==> src/rtl/pbfu_pkg.sv <==
// Shared types and constants of the packbits frame unpacker.
package pbfu_pkg;

	localparam int unsigned FrameSize = 64000;
	localparam int unsigned PosW      = 16;
	localparam int unsigned BaseW     = 20;
	localparam int unsigned AddrW     = 21;

	localparam logic [PosW-1:0] FRAME_SIZE = PosW'(FrameSize);

	// Control byte that does nothing.
	localparam logic [7:0] CTRL_NOP = 8'h80;

	// Configuration register indexes.
	localparam logic CFG_TRANSPARENT_ZERO = 1'b0;
	localparam logic CFG_FRAME_BASE       = 1'b1;

	typedef enum logic [3:0] {
		PH_CONTROL = 4'b0001,
		PH_RUNVAL  = 4'b0010,
		PH_LITERAL = 4'b0100,
		PH_DISCARD = 4'b1000
	} phase_t;

	typedef struct packed {
		phase_t          phase;
		logic [7:0]      literals_left;
		logic [7:0]      run_count;
		logic [PosW-1:0] pixel_position;
	} dec_state_t;

	typedef struct packed {
		logic [AddrW-1:0] write_address;
		logic [7:0]       run_length;
		logic [7:0]       pixel_value;
		logic             write_enable;
		logic             frame_done;
		logic             overrun;
	} cmd_t;

endpackage

==> src/rtl/packbits_frame_unpacker.sv <==
// Top level of the packbits frame unpacker: stream ports, registers and output stage.
//
// PackBits frame unpacker. One compressed byte enters per item on the s_axis side.
// A control byte 0x81..0xFF starts a run whose value byte leaves as one fill
// command of 2..128 pixels; a control byte 0x00..0x7F starts 1..128 literal bytes,
// each of which leaves as a one-pixel command; 0x80 does nothing. Control bytes
// produce no item on the m_axis side. Commands carry the buffer address
// (frame_base plus pixel position), length and value; tlast marks the command that
// completes the 64000-pixel frame, after which the position restarts at zero. A run
// or literal block that passes the frame end is clipped and flagged as overrun;
// the rest of such a literal block is swallowed. With transparent_zero set, zero
// pixels leave with write_enable low so the buffer keeps its old contents. The
// block sustains one item per cycle unless m_axis stalls: a byte is captured in an
// input register and then decoded straight into the output register, which drives
// m_axis. The output register lets a new byte in while a finished command waits,
// and the decode state loop (phase, counters, pixel position) is one register. The
// user must write configuration via cfg_we/cfg_index/cfg_data only while the block
// is idle, which the block does not enforce; it applies to later bytes.
module packbits_frame_unpacker (
	input  logic        clk,
	input  logic        arst_n,

	input  logic        cfg_we,
	input  logic        cfg_index,
	input  logic [19:0] cfg_data,

	input  logic        s_axis_tvalid,
	output logic        s_axis_tready,
	input  logic [7:0]  s_axis_tdata,   // [7:0] source_byte

	output logic        m_axis_tvalid,
	input  logic        m_axis_tready,
	output logic [39:0] m_axis_tdata,   // [20:0] write_address, [28:21] run_length,
	                                    // [36:29] pixel_value, [39:37] zero
	output logic [1:0]  m_axis_tuser,   // [0] write_enable, [1] overrun
	output logic        m_axis_tlast    // frame_done
);

	logic                          transparent_zero_q;
	logic [pbfu_pkg::BaseW-1:0]    frame_base_q;

	logic                          valid_s1;
	logic [7:0]                    byte_s1;

	pbfu_pkg::dec_state_t          state_q;
	pbfu_pkg::dec_state_t          state_nxt;
	logic                          has_result;
	pbfu_pkg::cmd_t                cmd;

	logic                          out_valid_q;
	pbfu_pkg::cmd_t                out_cmd_q;

	logic                          advance;

	// Decode the captured byte whenever the output register is free or draining.
	assign advance       = valid_s1 && (!out_valid_q || m_axis_tready);
	assign s_axis_tready = !valid_s1 || advance;

	// Configuration registers.
	always_ff @(posedge clk or negedge arst_n) begin
		if (!arst_n) begin
			transparent_zero_q <= 1'b0;
			frame_base_q       <= '0;
		end else if (cfg_we) begin
			unique case (cfg_index)
				pbfu_pkg::CFG_TRANSPARENT_ZERO: transparent_zero_q <= cfg_data[0];
				pbfu_pkg::CFG_FRAME_BASE:       frame_base_q       <= cfg_data;
				default:                        frame_base_q       <= frame_base_q;
			endcase
		end
	end

	// Input register: hold while the decode stage is stalled.
	always_ff @(posedge clk or negedge arst_n) begin
		if (!arst_n) begin
			valid_s1 <= 1'b0;
		end else if (s_axis_tready) begin
			valid_s1 <= s_axis_tvalid;
		end
	end

	always_ff @(posedge clk) begin
		if (s_axis_tready && s_axis_tvalid) begin
			byte_s1 <= s_axis_tdata;
		end
	end

	pbfu_step u_step (
		.cur              (state_q),
		.source_byte      (byte_s1),
		.transparent_zero (transparent_zero_q),
		.frame_base       (frame_base_q),
		.nxt              (state_nxt),
		.has_result       (has_result),
		.cmd              (cmd)
	);

	// Decoder state: advance once per decoded byte.
	always_ff @(posedge clk or negedge arst_n) begin
		if (!arst_n) begin
			state_q.phase          <= pbfu_pkg::PH_CONTROL;
			state_q.literals_left  <= '0;
			state_q.run_count      <= '0;
			state_q.pixel_position <= '0;
		end else if (advance) begin
			state_q <= state_nxt;
		end
	end

	// Output register: load a command, drop it once taken.
	always_ff @(posedge clk or negedge arst_n) begin
		if (!arst_n) begin
			out_valid_q <= 1'b0;
		end else if (advance) begin
			out_valid_q <= has_result;
		end else if (m_axis_tready) begin
			out_valid_q <= 1'b0;
		end
	end

	always_ff @(posedge clk) begin
		if (advance && has_result) begin
			out_cmd_q <= cmd;
		end
	end

	assign m_axis_tvalid = out_valid_q;
	assign m_axis_tdata  = {3'b000, out_cmd_q.pixel_value, out_cmd_q.run_length,
		out_cmd_q.write_address};
	assign m_axis_tuser  = {out_cmd_q.overrun, out_cmd_q.write_enable};
	assign m_axis_tlast  = out_cmd_q.frame_done;

endmodule

==> src/rtl/pbfu_step.sv <==
// Decode step: next decoder state and the fill command for one source byte.
module pbfu_step (
	input  pbfu_pkg::dec_state_t            cur,
	input  logic [7:0]                      source_byte,
	input  logic                            transparent_zero,
	input  logic [pbfu_pkg::BaseW-1:0]      frame_base,
	output pbfu_pkg::dec_state_t            nxt,
	output logic                            has_result,
	output pbfu_pkg::cmd_t                  cmd
);

	logic [7:0]                  want;
	logic [7:0]                  len;
	logic [7:0]                  lit;
	logic [7:0]                  lit_dec;
	logic [pbfu_pkg::PosW-1:0]   pos;
	logic [pbfu_pkg::PosW-1:0]   rem;
	logic                        done;
	logic [7:0]                  len_c;

	assign lit     = (cur.literals_left == 8'd0) ? 8'd1 : cur.literals_left;
	assign lit_dec = lit - 8'd1;

	// Pick the request size for this byte.
	always_comb begin
		want       = 8'd0;
		len        = 8'd0;
		has_result = 1'b0;
		unique case (cur.phase)
			pbfu_pkg::PH_RUNVAL: begin
				want       = cur.run_count;
				len        = cur.run_count;
				has_result = 1'b1;
			end
			pbfu_pkg::PH_LITERAL: begin
				want       = lit;
				len        = 8'd1;
				has_result = 1'b1;
			end
			default: begin
				has_result = 1'b0;
			end
		endcase
	end

	// Clip against the frame end.
	assign pos   = cur.pixel_position;
	assign rem   = (pos < pbfu_pkg::FRAME_SIZE) ? (pbfu_pkg::FRAME_SIZE - pos)
		: pbfu_pkg::PosW'(1);
	assign done  = {8'd0, len} >= rem;
	assign len_c = done ? rem[7:0] : len;

	assign cmd.write_address = {1'b0, frame_base} + pbfu_pkg::AddrW'(pos);
	assign cmd.run_length    = len_c;
	assign cmd.pixel_value   = source_byte;
	assign cmd.write_enable  = !(transparent_zero && (source_byte == 8'd0));
	assign cmd.frame_done    = done;
	assign cmd.overrun       = {8'd0, want} > rem;

	always_comb begin
		nxt = cur;
		unique case (cur.phase)
			pbfu_pkg::PH_RUNVAL: begin
				nxt.phase = pbfu_pkg::PH_CONTROL;
			end
			pbfu_pkg::PH_LITERAL: begin
				nxt.literals_left = lit_dec;
				if (lit_dec == 8'd0) begin
					nxt.phase = pbfu_pkg::PH_CONTROL;
				end else if (done) begin
					nxt.phase = pbfu_pkg::PH_DISCARD;
				end else begin
					nxt.phase = pbfu_pkg::PH_LITERAL;
				end
			end
			pbfu_pkg::PH_DISCARD: begin
				nxt.literals_left = cur.literals_left - 8'd1;
				if (cur.literals_left == 8'd1) begin
					nxt.phase = pbfu_pkg::PH_CONTROL;
				end
			end
			default: begin
				if (source_byte == pbfu_pkg::CTRL_NOP) begin
					nxt.phase = pbfu_pkg::PH_CONTROL;
				end else if (source_byte[7]) begin
					nxt.run_count = 8'(9'd257 - {1'b0, source_byte});
					nxt.phase     = pbfu_pkg::PH_RUNVAL;
				end else begin
					nxt.literals_left = source_byte + 8'd1;
					nxt.phase         = pbfu_pkg::PH_LITERAL;
				end
			end
		endcase
		if (has_result) begin
			nxt.pixel_position = done ? '0 : (pos + pbfu_pkg::PosW'(len_c));
		end
	end

endmodule

==> config.mk <==
export PLATFORM = sky130hd
export DESIGN_NAME = packbits_frame_unpacker
export DESIGN_NICKNAME = d
export VERILOG_FILES = /design/src/rtl/pbfu_pkg.sv /design/src/rtl/packbits_frame_unpacker.sv /design/src/rtl/pbfu_step.sv
export SDC_FILE = /design/constraint.sdc
export NUM_CORES = 1
export LEC_CHECK = 0
export ABC_CLOCK_PERIOD_IN_PS = 5100
export BUFFER_PORTS_ARGS = -buffer_cell sky130_fd_sc_hd__buf_2
export CAP_MARGIN = 20
export CORE_MARGIN = 4
export CORE_UTILIZATION = 52
export DETAILED_ROUTE_END_ITERATION = 7
export GPL_TIMING_DRIVEN = 0
export PLACE_DENSITY_LB_ADDON = 0.1
export SYNTH_ARGS = -nofsm -noshare
export SYNTH_HDL_FRONTEND = slang
export SYNTH_HIERARCHICAL = 1
export SYNTH_SLANG_ARGS = --single-unit
==> constraint.sdc <==
create_clock -name clk -period 5.1 [get_ports clk]
set_input_delay 1.02 -clock clk [delete_from_list [all_inputs] [get_ports clk]]
set_output_delay 1.02 -clock clk [all_outputs]
set_load 0.05 [all_outputs]
# --- After elaboration in Yosys (flattened, before gate mapping) ---
# Index checks and enable logic that the tools add are counted.
word_totals:
  ff_bits: 107
  in_bits: 34
  output_inout_bits: 45
  word_cells: 77
op_classes:
  addsub: 7
  magnitude_cmp: 3
  eq_ne: 8
  muxes: 19
  n_bitwise: 4
  n_reduce_logical: 21
ops:
  columns: ["operator", "n"]
  rows:
  - ["$mux W16", 3]
  - ["$mux W8", 4]
  - ["$pmux W8 S2", 2]
  - ["$logic_not A8 Y1", 3]
  - ["$pmux W8 S3", 1]
  - ["$add A20 B16 Y21", 1]
  - ["$add A16 B8 Y16", 1]
  - ["$ge A8 B16 Y1", 1]
  - ["$gt A8 B16 Y1", 1]
  - ["$lt A16 B16 Y1 const B", 1]
  - ["$mux W4", 4]
  - ["$sub A16 B16 Y16 const A", 1]
  - ["$sub A8 B1 Y8 const B", 2]
  - ["$pmux W4 S3", 1]
  - ["$add A8 B1 Y8 const B", 1]
  - ["$eq A8 B1 Y1 const B", 1]
  - ["$eq A8 B8 Y1 const B", 1]
  - ["$reduce_and A2 Y1", 4]
  - ["$reduce_and A4 Y1", 2]
  - ["$sub A1 B8 Y8 const A", 1]
  - ["$eq A4 B2 Y1 const B", 1]
  - ["$eq A4 B3 Y1 const B", 1]
  - ["$eq A4 B4 Y1 const B", 1]
  - ["$logic_and A1 B1 Y1", 4]
  - ["other kinds (11)", 19]

# --- Longest topological paths before layout ---
# Gate-level depths: netlist of run 1.
depth:
  depth_word: 6
  depth_mapped: 24
  mapped_depth_nobuf: 24

# --- Hierarchy ---
# Netlist of run 1, hierarchy kept.
by_module_without_submodules:
  columns: ["module", "n_inst", "cells_each", "area_each_um2", "seq_area_each_um2"]
  rows:
  - ["packbits_frame_unpacker", 1, 184, 3841.2, 2919.0]
  - ["pbfu_step", 1, 510, 3358.2, 0.0]

# --- Worst setup path after synthesis of run 1 ---
# Ideal clock, no wire load.
synth_path:
  path_type: "register to register"
  from: "register state_q[1] (netlist bit)"
  to: "register state_q[14] (netlist bit)"
  setup_ns: 0.125
  t_arrival_ns: 4.669
  required_ns: 4.975
  slack_ns: 0.306
  stages_incl_launch_ff: 24
  n_path_buf: 0
  synth_period_minus_slack_ns: 4.794
  cell_sequence: "dfrtp_1 -> inv_1 -> ha_1 -> or4b_1 -> nor2_1 -> xnor2_1 -> nand2_1 -> ha_1 -> nand2_1 -> nor2_1 -> a211oi_1 -> o31ai_1 -> nand2_1 -> a2bb2oi_1 -> ha_1 -> inv_1 -> fa_1 -> o21ai_0 -> a41oi_1 -> nor3_1 -> nand4_1 -> xor2_1 -> nor2_1 -> mux2_4"
synth_rtl:
  columns: ["item", "line", "text"]
  rows:
  - ["start: declaration", "packbits_frame_unpacker.sv:45", "pbfu_pkg::dec_state_t state_q;"]
  - ["start signal: assignment", "packbits_frame_unpacker.sv:106", "state_q <= state_nxt;"]

==> results of run 1 <==
[power by group]
part / internal [uW] / switching [uW] / total, uW / leakage [uW]
sequential: 1180 / 189 / 1360 / 0.00117
clock: 408 / 318 / 727 / 0.000148
combinational: 930 / 1430 / 2360 / 0.00235
[per-layer routing]
layer / GRT usage, % / up-vias / wire length (um)
met5: 0 / - / 0
met4: 10.4 / 0 / 686
met3: 4.78 / 61 / 917
met2: 37.3 / 192 / 8450
met1: 25.6 / 2718 / 7230
li1: - / 2723 / -
[logic make-up after synthesis]
kind of cell	share of synthesized area [%]
and+or+nand+nor	14.9
AOI/OAI and AO/OA	12.6
buffers and inverters	4.92
adders and majority gates	9.59
DFF	40.5
muxes	12.1
other	0.0521
xor gates and xnor gates	5.23
[repair_timing]
| item | 4_1_cts | 5_1_grt |
|---|---|---|
| gates resized for setup | 17 | 33 |
| buffers inserted | 1 | 9 |
| cloned | 0 | 0 |
| hold buffers | 0 | 0 |
| endpoints found under the setup margin | 9 | 11 |
| endpoints found under the hold margin | 0 | 0 |
| pin swaps | 1 | 6 |
[layout by cell type (no fill, tap or decap), types with 4 or more instances in the layout]
cell type  synthesis  routed
buf_2              4      78
nand2_1           77      76
dfrtp_1           58      54
edfxtp_1          48      48
ha_1              52      48
nor2_1            41      38
a21oi_1           38      37
mux2_2            35      35
o21ai_0           34      31
mux2_4            30      30
xnor2_1           30      30
inv_1             28      27
buf_4             12      23
nor3_1            18      17
nand3_1           16      16
clkbuf_1          17      13
xor2_1            13      13
clkbuf_16          0       9
nand2b_1           8       8
nor2b_1            8       8
nand4_1            7       7
nor4b_1            7       7
a31oi_1            7       7
o21a_1             7       7
a21o_1             7       7
o31ai_1            8       7
o22ai_1           12       7
buf_12             3       5
and2_1             4       4
dfrtp_2            0       4
o2111ai_1          4       4
o22ai_4            0       4
[path summary, 6_finish.rpt]
check / start / to / slack [ns] / cells after the start
max in group asynchronous: arst_n / state_q[32] / 3.76 / 2
setup / recovery: state_q[1] / state_q[14] / 0.14 / 24
setup reg to reg: state_q[1] / state_q[14] / 0.14 / 24
min in group asynchronous: arst_n / state_q[29] / 0.66 / 1
hold reg to reg: frame_base_q[18] / frame_base_q[18] / 0.51 / 1
hold / removal: frame_base_q[18] / frame_base_q[18] / 0.51 / 1
[area by class of cell]
type,instances,area share (%)
clock buffers,11,2.99
repair buffers,87,5.81
clock inverters,5,0.697
plain buffers,36,2.96
flip-flops and latches,107,34.6
well taps,176,2.61
inverters,29,1.32
multi-input cells,523,49.0
[through the flow]
stage               hold slack, ns  setup TNS (ns)
finish                       0.508               0
global route                 0.526          -0.126
CTS                          0.513         -0.0109
floorplan                    0.477               0
global placement             0.492           -2.21
detailed placement           0.496           -2.85
[state kept, by name, indices dropped and copies added (netlist names)]
signal and count:
state_q 36, transparent_zero_q 1, frame_base_q 20, m_axis_tlast 1, m_axis_tuser 2, m_axis_tvalid 1
valid_s1 1, m_axis_tdata 37, byte_s1 8
==> results.cfg, run 1 <==
[run_status]
status = complete, no violations

[floorplan]
start_util_pct = 53.7
die_height_um = 126
die_w_um = 126
pin_count = 79
row_count = 42
design.core.area_um2 = 13400
die_area_um2 = 15800

[critical_path]
start_kind = flop
crit_family = simple AND/OR/NAND/NOR gates
crit_chain = inv_4 > ha_2 > or4b_4 > nor2_1 > xnor2_1 > nand2_1 > ha_1 > nand2_1 > nor2_1 > a211oi_2 > o31ai_4 > o21a_2 > inv_1 > a2bb2oi_2 > ha_2 > inv_1 > fa_2 > o21ai_4 > a41oi_4 > nor3_2 > nand4_1 > xor2_1 > nor2_1 > mux2_4
crit_buf_inv = 3
cp.arrival_ns = 5.21
endpoint_kind = flop
worstPathMaxFanout = 7
crit_path_max_incr_delay_ns = 0.51
critPathKind = reg2reg
path_common_cell = nor2_1
critPathRequiredTime_ns = 5.35
cp_slowest_cell = or4b_4

[power_and_ir_drop]
power_per_cell_area_nw_per_um2 = 527
total_power_uw = 4450
power_leakage_uw = 0.00367
irDropWorstVdd_uv = 341

[timing]
setup_slack_ns = 0.138
timing.final.crit_period_ns = 4.96
worstMarginPinSlew_ns = 0.884
hold_viol_final = 0
finalClockSkew_ns = 0.00795
fin_crit_sh_pct = 97.3
maxSlewHeadroom_pct = 40.2
slew_violations = 0
rsz0062_at_grt = true
timing.fmax_ghz = 0.202
setup_viol = 0

[synth]
synth-seq-area-share_pct = 40.5
synth_edf_count = 48
syn_area_um2 = 7200
synth-main-ff-cell = dfrtp_1
synth.most_common_cell = nand2_1
netlist_instances = 694
ys_ff_latch = 107
synth_async_sr_flop_share_pct = 55.1
yosys.area.top_type = dfrtp_1
synth.area.top_cells = dfrtp_1 (20%), edfxtp_1 (20%), ha_1 (9.0%), mux2_4 (6.3%), mux2_2 (5.5%)
synth_top_area_share_pct = 20.2
yosys_warnings = 6
ys_types = 70
synth.avg_cell_area_um2 = 10.4
synthTopCellsByCount = nand2_1 (77), dfrtp_1 (58), ha_1 (52), edfxtp_1 (48), nor2_1 (41)

[min_path]
hold_path_class = reg2reg

[route]
ant_nets = 0
drcViolationCount = 0
route.detailed.wl_per_inst_um = 17.8
routed-via-count = 5694
viasPerCell = 5.85
wl_um = 17300
firstDrtPassIters = 6
first_iter_violations = 425

[cells_and_area]
fillerInstances = 1103
layout.nets = 881
area_delta_synth_final_pct = 17.3
seq_area_um2 = 2920
fin_util_pct = 63.0
multi_input_area_um2 = 4130
layout.cells.non_filler = 974
final_cell_area_um2 = 8440
antennaDiodeCount = 0
drive_above_1_share_pct = 29.4

[placement]
preCtsSetupSlack_ns = -0.701
place_area_um2 = 7850
finalWeightedCongestion = 0.926
dp_cells = 949
dpl.hpwl_um = 12900
port_buffers = 75

[global_routing]
overflow = 0
grt_first_pass_wirelength_um = 27600
grt_max_degree = 39
grt_pass1_vias = 5640
grtUsageTotal_pct = 21.6
antenna_found_initial = 0

[clock_network]
htree_levels = 3
cts.sinks = 107
clockBufferDepth = 2
cts.clk_slew.worst_paths_ns = 0.07
insertion_delay_ns = 0.36
cts_tree = built
cts_buffers = 9
cts-root-buf = clkbuf_16

[job]
cap_violations = 0
No activity file was read; power rests on OpenSTA's default activity.
==> run 2, diff against run 1 <==
--- a/config.mk
+++ b/config.mk
@@ -5,6 +5,7 @@
 export SDC_FILE = /design/constraint.sdc
 export NUM_CORES = 1
 export LEC_CHECK = 0
+export ABC_AREA = 1
 export ABC_CLOCK_PERIOD_IN_PS = 5100
 export BUFFER_PORTS_ARGS = -buffer_cell sky130_fd_sc_hd__buf_2
 export CAP_MARGIN = 20
@@ -12,6 +13,7 @@
 export CORE_UTILIZATION = 52
 export DETAILED_ROUTE_END_ITERATION = 7
 export GPL_TIMING_DRIVEN = 0
+export HOLD_SLACK_MARGIN = 0.03
 export PLACE_DENSITY_LB_ADDON = 0.1
 export SYNTH_ARGS = -nofsm -noshare
 export SYNTH_HDL_FRONTEND = slang
==> run 2 against run 1 <==
Effect of this change:
- area after synthesis up 4.2%
- critical path depth up 13
- global-route usage is 2.5 points higher
- critical endpoint unchanged
- final cell count increased by 31%
- largest power group unchanged
- worst setup slack better by 0.32 ns
- combinational power fell by 4%
- core utilization fell by 2.6 points
- register-to-register slack improved by 0.32 ns
- wire length grew 12%
==> results.cfg, run 2 <==
[run_status]
status = complete, no violations

[route]
routed-via-count = 6840
first_iter_violations = 613
ant_nets = 0
wl_um = 19300
route.detailed.wl_per_inst_um = 15.2
viasPerCell = 5.36
drcViolationCount = 0
firstDrtPassIters = 8

[synth]
synth_async_sr_flop_share_pct = 55.1
synth-seq-area-share_pct = 38.9
synth.area.top_cells = dfrtp_1 (19%), edfxtp_1 (19%), nand2_1 (16%), ha_1 (8.7%), nand3_1 (6.4%)
netlist_instances = 1001
syn_area_um2 = 7500
ys_types = 42
ys_ff_latch = 107
synth_top_area_share_pct = 19.3
synth.most_common_cell = nand2_1
synth_edf_count = 48
synth-main-ff-cell = dfrtp_1
yosys.area.top_type = dfrtp_1
synthTopCellsByCount = nand2_1 (328), inv_1 (109), nand3_1 (96), nor2_1 (74), dfrtp_1 (58)
yosys_warnings = 6
synth.avg_cell_area_um2 = 7.49

[timing]
slew_violations = 0
maxSlewHeadroom_pct = 46.9
rsz0062_at_grt = false
fin_hold_ws_ns = 0.476
setup_viol = 0
fin_crit_sh_pct = 91.0
finalClockSkew_ns = 0.0121
fin_tns_setup_ns = 0
timing.fmax_ghz = 0.216
worstMarginPinSlew_ns = 0.796
hold_viol_final = 0
timing.final.crit_period_ns = 4.64

[cells_and_area]
antennaDiodeCount = 0
largest_register_ff_count = 37
layout.nets = 1178
seq_area_um2 = 2920
layout_common_cells = nand2_1 (327), inv_1 (108), nand3_1 (95), buf_2 (85), nor2_1 (71)
area_delta_synth_final_pct = 12.7
final_common_cell = nand2_1
fin_util_pct = 60.4
drive_above_1_share_pct = 14.0
fillerInstances = 1329
multi_input_area_um2 = 3930
final_cell_area_um2 = 8450

[floorplan]
die_area_um2 = 16400
design.core.area_um2 = 14000
pin_count = 79
die_w_um = 128
row_count = 43
die_height_um = 128
start_util_pct = 53.6

[global_routing]
grt_first_pass_wirelength_um = 31700
grtUsageTotal_pct = 24.1
grt_max_degree = 60
antenna_found_initial = 0
overflow = 0
grt_pass1_vias = 6296

[clock_network]
cts.clk_slew.worst_paths_ns = 0.08
post_cts_buffers = 0
cts-root-buf = clkbuf_16
cts.sinks = 107
insertion_delay_ns = 0.35
postCtsHoldBufs = 0
clockBufferDepth = 2
cts_buffers = 9
htree_levels = 3
cts_tree = built

[power_and_ir_drop]
clockPowerShare_pct = 15.6
power_per_cell_area_nw_per_um2 = 504
p_sw_share_pct = 48.7
combPwrFrac_pct = 52.9
total_power_uw = 4260
irDropWorstVdd_uv = 289
power_frac_seq_pct = 31.5
power_switching_uw = 2070
p_int_uw = 2190
power_leakage_uw = 0.00438

[placement]
finalWeightedCongestion = 0.925
port_buffers = 75
place_area_um2 = 8140
dpl.hpwl_um = 14900

[critical_path]
crit_family = simple AND/OR/NAND/NOR gates
crit_start = state_q[32]
worstPathMaxFanout = 10
path_common_cell = nand2_1
start_kind = flop
crit_path_max_incr_delay_ns = 0.56
crit_buf_inv = 6
endpoint_kind = flop
cp_slowest_cell = dfstp_2
critPathKind = reg2reg
critPathRequiredTime_ns = 5.35
r2r-start = state_q[32]
cp.arrival_ns = 4.89

[min_path]
min_from = state_q[18]
hold_path_class = reg2reg

[job]
cap_violations = 0
[run 2: changes by cell type after synthesis, sizes merged, moves of 8 or more]
| cell | change |
|---|---|
| xnor2 | -20 |
| nor2b | -8 |
| inv | +83 |
| buf | +16 |
| nand2 | +255 |
| nand3 | +83 |
| nor2 | +36 |
| mux2 | -65 |
| nand2b | -9 |
| clkbuf | -12 |
[run 2: kinds of logic after synthesis]
kind of cell	share of synthesized area (%)
AO/OA/AOI/OAI	9.19
XOR/XNOR	3.50
adder cells (fa/ha/maj)	9.21
buffers and inverters	9.34
flip-flops	38.9
other	0.0500
AND/OR/NAND/NOR	29.8
[run 2: final timing paths]
| check | endpoint | slack [ns] | cells after the start |
|---|---|---|---|
| min in group asynchronous | state_q[27] | 0.73 | 1 |
| max | state_q[14] | 0.46 | 37 |
| min | state_q[18] | 0.48 | 2 |
| min reg2reg | state_q[18] | 0.48 | 2 |
| max in group asynchronous | state_q[11] | 3.77 | 1 |
| max reg2reg | state_q[14] | 0.46 | 37 |
[run 2: layout make-up]
type	instances	area share (%)
multi-input combinational	743	46.4
inverter	112	4.97
timing repair buffer	76	4.71
buffer	41	3.36
tap	180	2.66
clock inverter	6	0.622
clock buffer	10	2.71
sequential	107	34.5
[run 2: power by group through the flow]
stage / Combinational, uW / Sequential (uW) / Clock, uW
after floorplan: 1380 / 1620 / 0
after global placement: 2170 / 1360 / 0
after detailed placement: 2220 / 1360 / 0
after CTS: 2240 / 1340 / 684
after global routing: 2540 / 1370 / 716
final: 2260 / 1340 / 666
[run 2: per-stage QoR]
stage                     setup WS [ns]  std cells
after global placement           0.0120       1258
final                             0.461       1275
after detailed placement       -0.00925       1259
after CTS                         0.125       1275
after floorplan                   0.875       1003
after global routing             0.0278       1275
[run 2: worst register-to-register path, delay by kind of cell (launching register included)]
family | cells | cell delay, ns
adders and majority gates | 3 | 0.81
xor gates and xnor gates | 1 | 0.14
DFF | 1 | 0.56
buffers and inverters | 6 | 0.78
and+or+nand+nor | 27 | 2.22
[run 2: timing repair]
item                                   in CTS  in global routing
pin swaps                                   0                  1
cloned                                      0                  0
gates resized for setup                     1                 11
setup endpoints to repair                   1                  8
endpoints found under the hold margin       0                  0
[run 2: layer usage]
layer  share of wire, %  track usage (%)  wire length (um)
met2                 43             36.2              8260
met4                1.1             5.12               212
met1                 49             36.1              9430
met3                7.4             4.92              1420
met5                  0                0                 0
==> run 3, diff against run 2 <==
--- a/config.mk
+++ b/config.mk
@@ -14,7 +14,8 @@
 export DETAILED_ROUTE_END_ITERATION = 7
 export GPL_TIMING_DRIVEN = 0
 export HOLD_SLACK_MARGIN = 0.03
-export PLACE_DENSITY_LB_ADDON = 0.1
+export PLACE_DENSITY = 0.75
+export SLEW_MARGIN = 30
 export SYNTH_ARGS = -nofsm -noshare
 export SYNTH_HDL_FRONTEND = slang
 export SYNTH_HIERARCHICAL = 1
==> run 3 against run 2 <==
Effect of this change:
- hold slack gained 0.0038 ns
- non-clock buffer count grew 1
- clock-buffer cell count shrank 1
==> results.cfg, run 3 (synthesis gave the netlist of run 2 again) <==
[critical_path]
critPathCapture = state_q[14]
cp.arrival_ns = 4.98
r2r_setup_slack_ns = 0.37
start_kind = flop
crit_start = state_q[9]
critPathKind = reg2reg
worstPathMaxFanout = 10
crit_path_max_incr_delay_ns = 0.41
endpoint_kind = flop
r2r-start = state_q[9]
rr_endpoint = state_q[14]
path_common_cell = nand2_1
critPathRequiredTime_ns = 5.35
cp_slowest_cell = dfrtp_1
r2r_cells = 36

[global_routing]
grtUsageTotal_pct = 23.8
grt_max_degree = 60
overflow = 0
antenna_found_initial = 0
grt_pass1_vias = 6325
grt_first_pass_wirelength_um = 31400

[route]
wl_um = 18900
route.detailed.wl_per_inst_um = 14.8
ant_nets = 0
first_iter_violations = 748
drcViolationCount = 0
viasPerCell = 5.41
firstDrtPassIters = 6
routed-via-count = 6901

[power_and_ir_drop]
power_per_cell_area_nw_per_um2 = 506
irDropWorstVdd_uv = 319
total_power_uw = 4290
power_leakage_uw = 0.00437

[floorplan]
die_height_um = 128
row_count = 43
design.core.area_um2 = 14000
die_w_um = 128
pin_count = 79
start_util_pct = 53.6
die_area_um2 = 16400

[timing]
timing.fmax_ghz = 0.212
slew_violations = 0
setup_slack_ns = 0.373
rsz0062_at_grt = false
fin_crit_sh_pct = 92.7
maxSlewHeadroom_pct = 47.7
finalClockSkew_ns = 0.0118
timing.final.crit_period_ns = 4.73
setup_viol = 0
worstMarginPinSlew_ns = 0.784
hold_viol_final = 0
fin_tns_setup_ns = 0

[placement]
finalWeightedCongestion = 0.964
preCtsSetupSlack_ns = 0.0673
port_buffers = 75
dpl.hpwl_um = 14400

[cells_and_area]
drive_above_1_share_pct = 14.0
fin_util_pct = 60.5
largest_register_ff_count = 37
area_delta_synth_final_pct = 12.9
antennaDiodeCount = 0
final_common_cell = nand2_1
layout_common_cells = nand2_1 (327), inv_1 (108), nand3_1 (96), buf_2 (86), nor2_1 (71)
layout.nets = 1179
fillerInstances = 1330

[clock_network]
cts_buffers = 9
cts.sinks = 107
cts_tree = built
postCtsHoldBufs = 0
cts-root-buf = clkbuf_16
insertion_delay_ns = 0.36
cts.clk_slew.worst_paths_ns = 0.07
clockBufferDepth = 2
htree_levels = 3

[min_path]
hold_path_class = reg2reg

[run_status]
status = complete, no violations

[job]
cap_violations = 0
-- run 3: layout make-up --
cell class | instances | area [um^2] | area share [%]
plain buffers | 41 | 282 | 3.32
well taps | 180 | 225 | 2.66
clock buffers | 9 | 225 | 2.66
inverters | 112 | 420 | 4.96
clock inverters | 7 | 61.3 | 0.724
repair buffers | 77 | 420 | 4.96
multi-input cells | 743 | 3920 | 46.2
flip-flops and latches | 107 | 2920 | 34.5
-- run 3: stage by stage --
stage          hold slack (ns)  instances  cell area [um^2]
2_1_floorplan            0.442       1003              7510
3_3_place_gp             0.455       1258              8110
3_5_place_dp             0.462       1260              8160
4_1_cts                  0.479       1276              8450
5_1_grt                  0.512       1276              8470
6_report                 0.480       1276              8470
-- run 3: layer usage --
layer	share of wire [%]	vias up	global-route usage [%]
met5	0	-	0
met4	1.0	0	5.49
met3	7.9	19	4.75
met2	43	250	35.4
met1	48	3176	35.9
li1	-	3456	-
-- run 3: worst min-delay path by stage --
stage / endpoint / slack (ns) / from / cells past startpoint
floorplan: state_q[18] / 0.44 / state_q[18] / 2
global placement: state_q[22] / 0.46 / state_q[22] / 2
detailed placement: state_q[18] / 0.46 / state_q[18] / 2
CTS: state_q[18] / 0.48 / state_q[18] / 2
global route: frame_base_q[2] / 0.51 / frame_base_q[2] / 2
finish: frame_base_q[14] / 0.48 / frame_base_q[14] / 2
-- run 3: critical path, delay by kind of cell (launching register included) --
kind                       cells  cell delay, ns
buffers and inverters          7            0.77
DFF                            1            0.41
and+or+nand+nor               25            2.38
xor gates and xnor gates       1            0.15
adders and majority gates      3            0.87
-- run 3: power breakdown --
group	switching, uW	leakage (uW)	total, uW	internal (uW)
Sequential	179	0.00121	1340	1160
Combinational	1560	0.00303	2270	704
Clock	342	0.000134	681	339
Total	2080	0.00437	4290	2210
-- run 3: what timing repair did --
item / in CTS / in global routing
endpoints found under the hold margin: 0 / 0
gates resized for setup: 0 / 9
setup endpoints to repair: 0 / 9
buffers inserted: 0 / 0
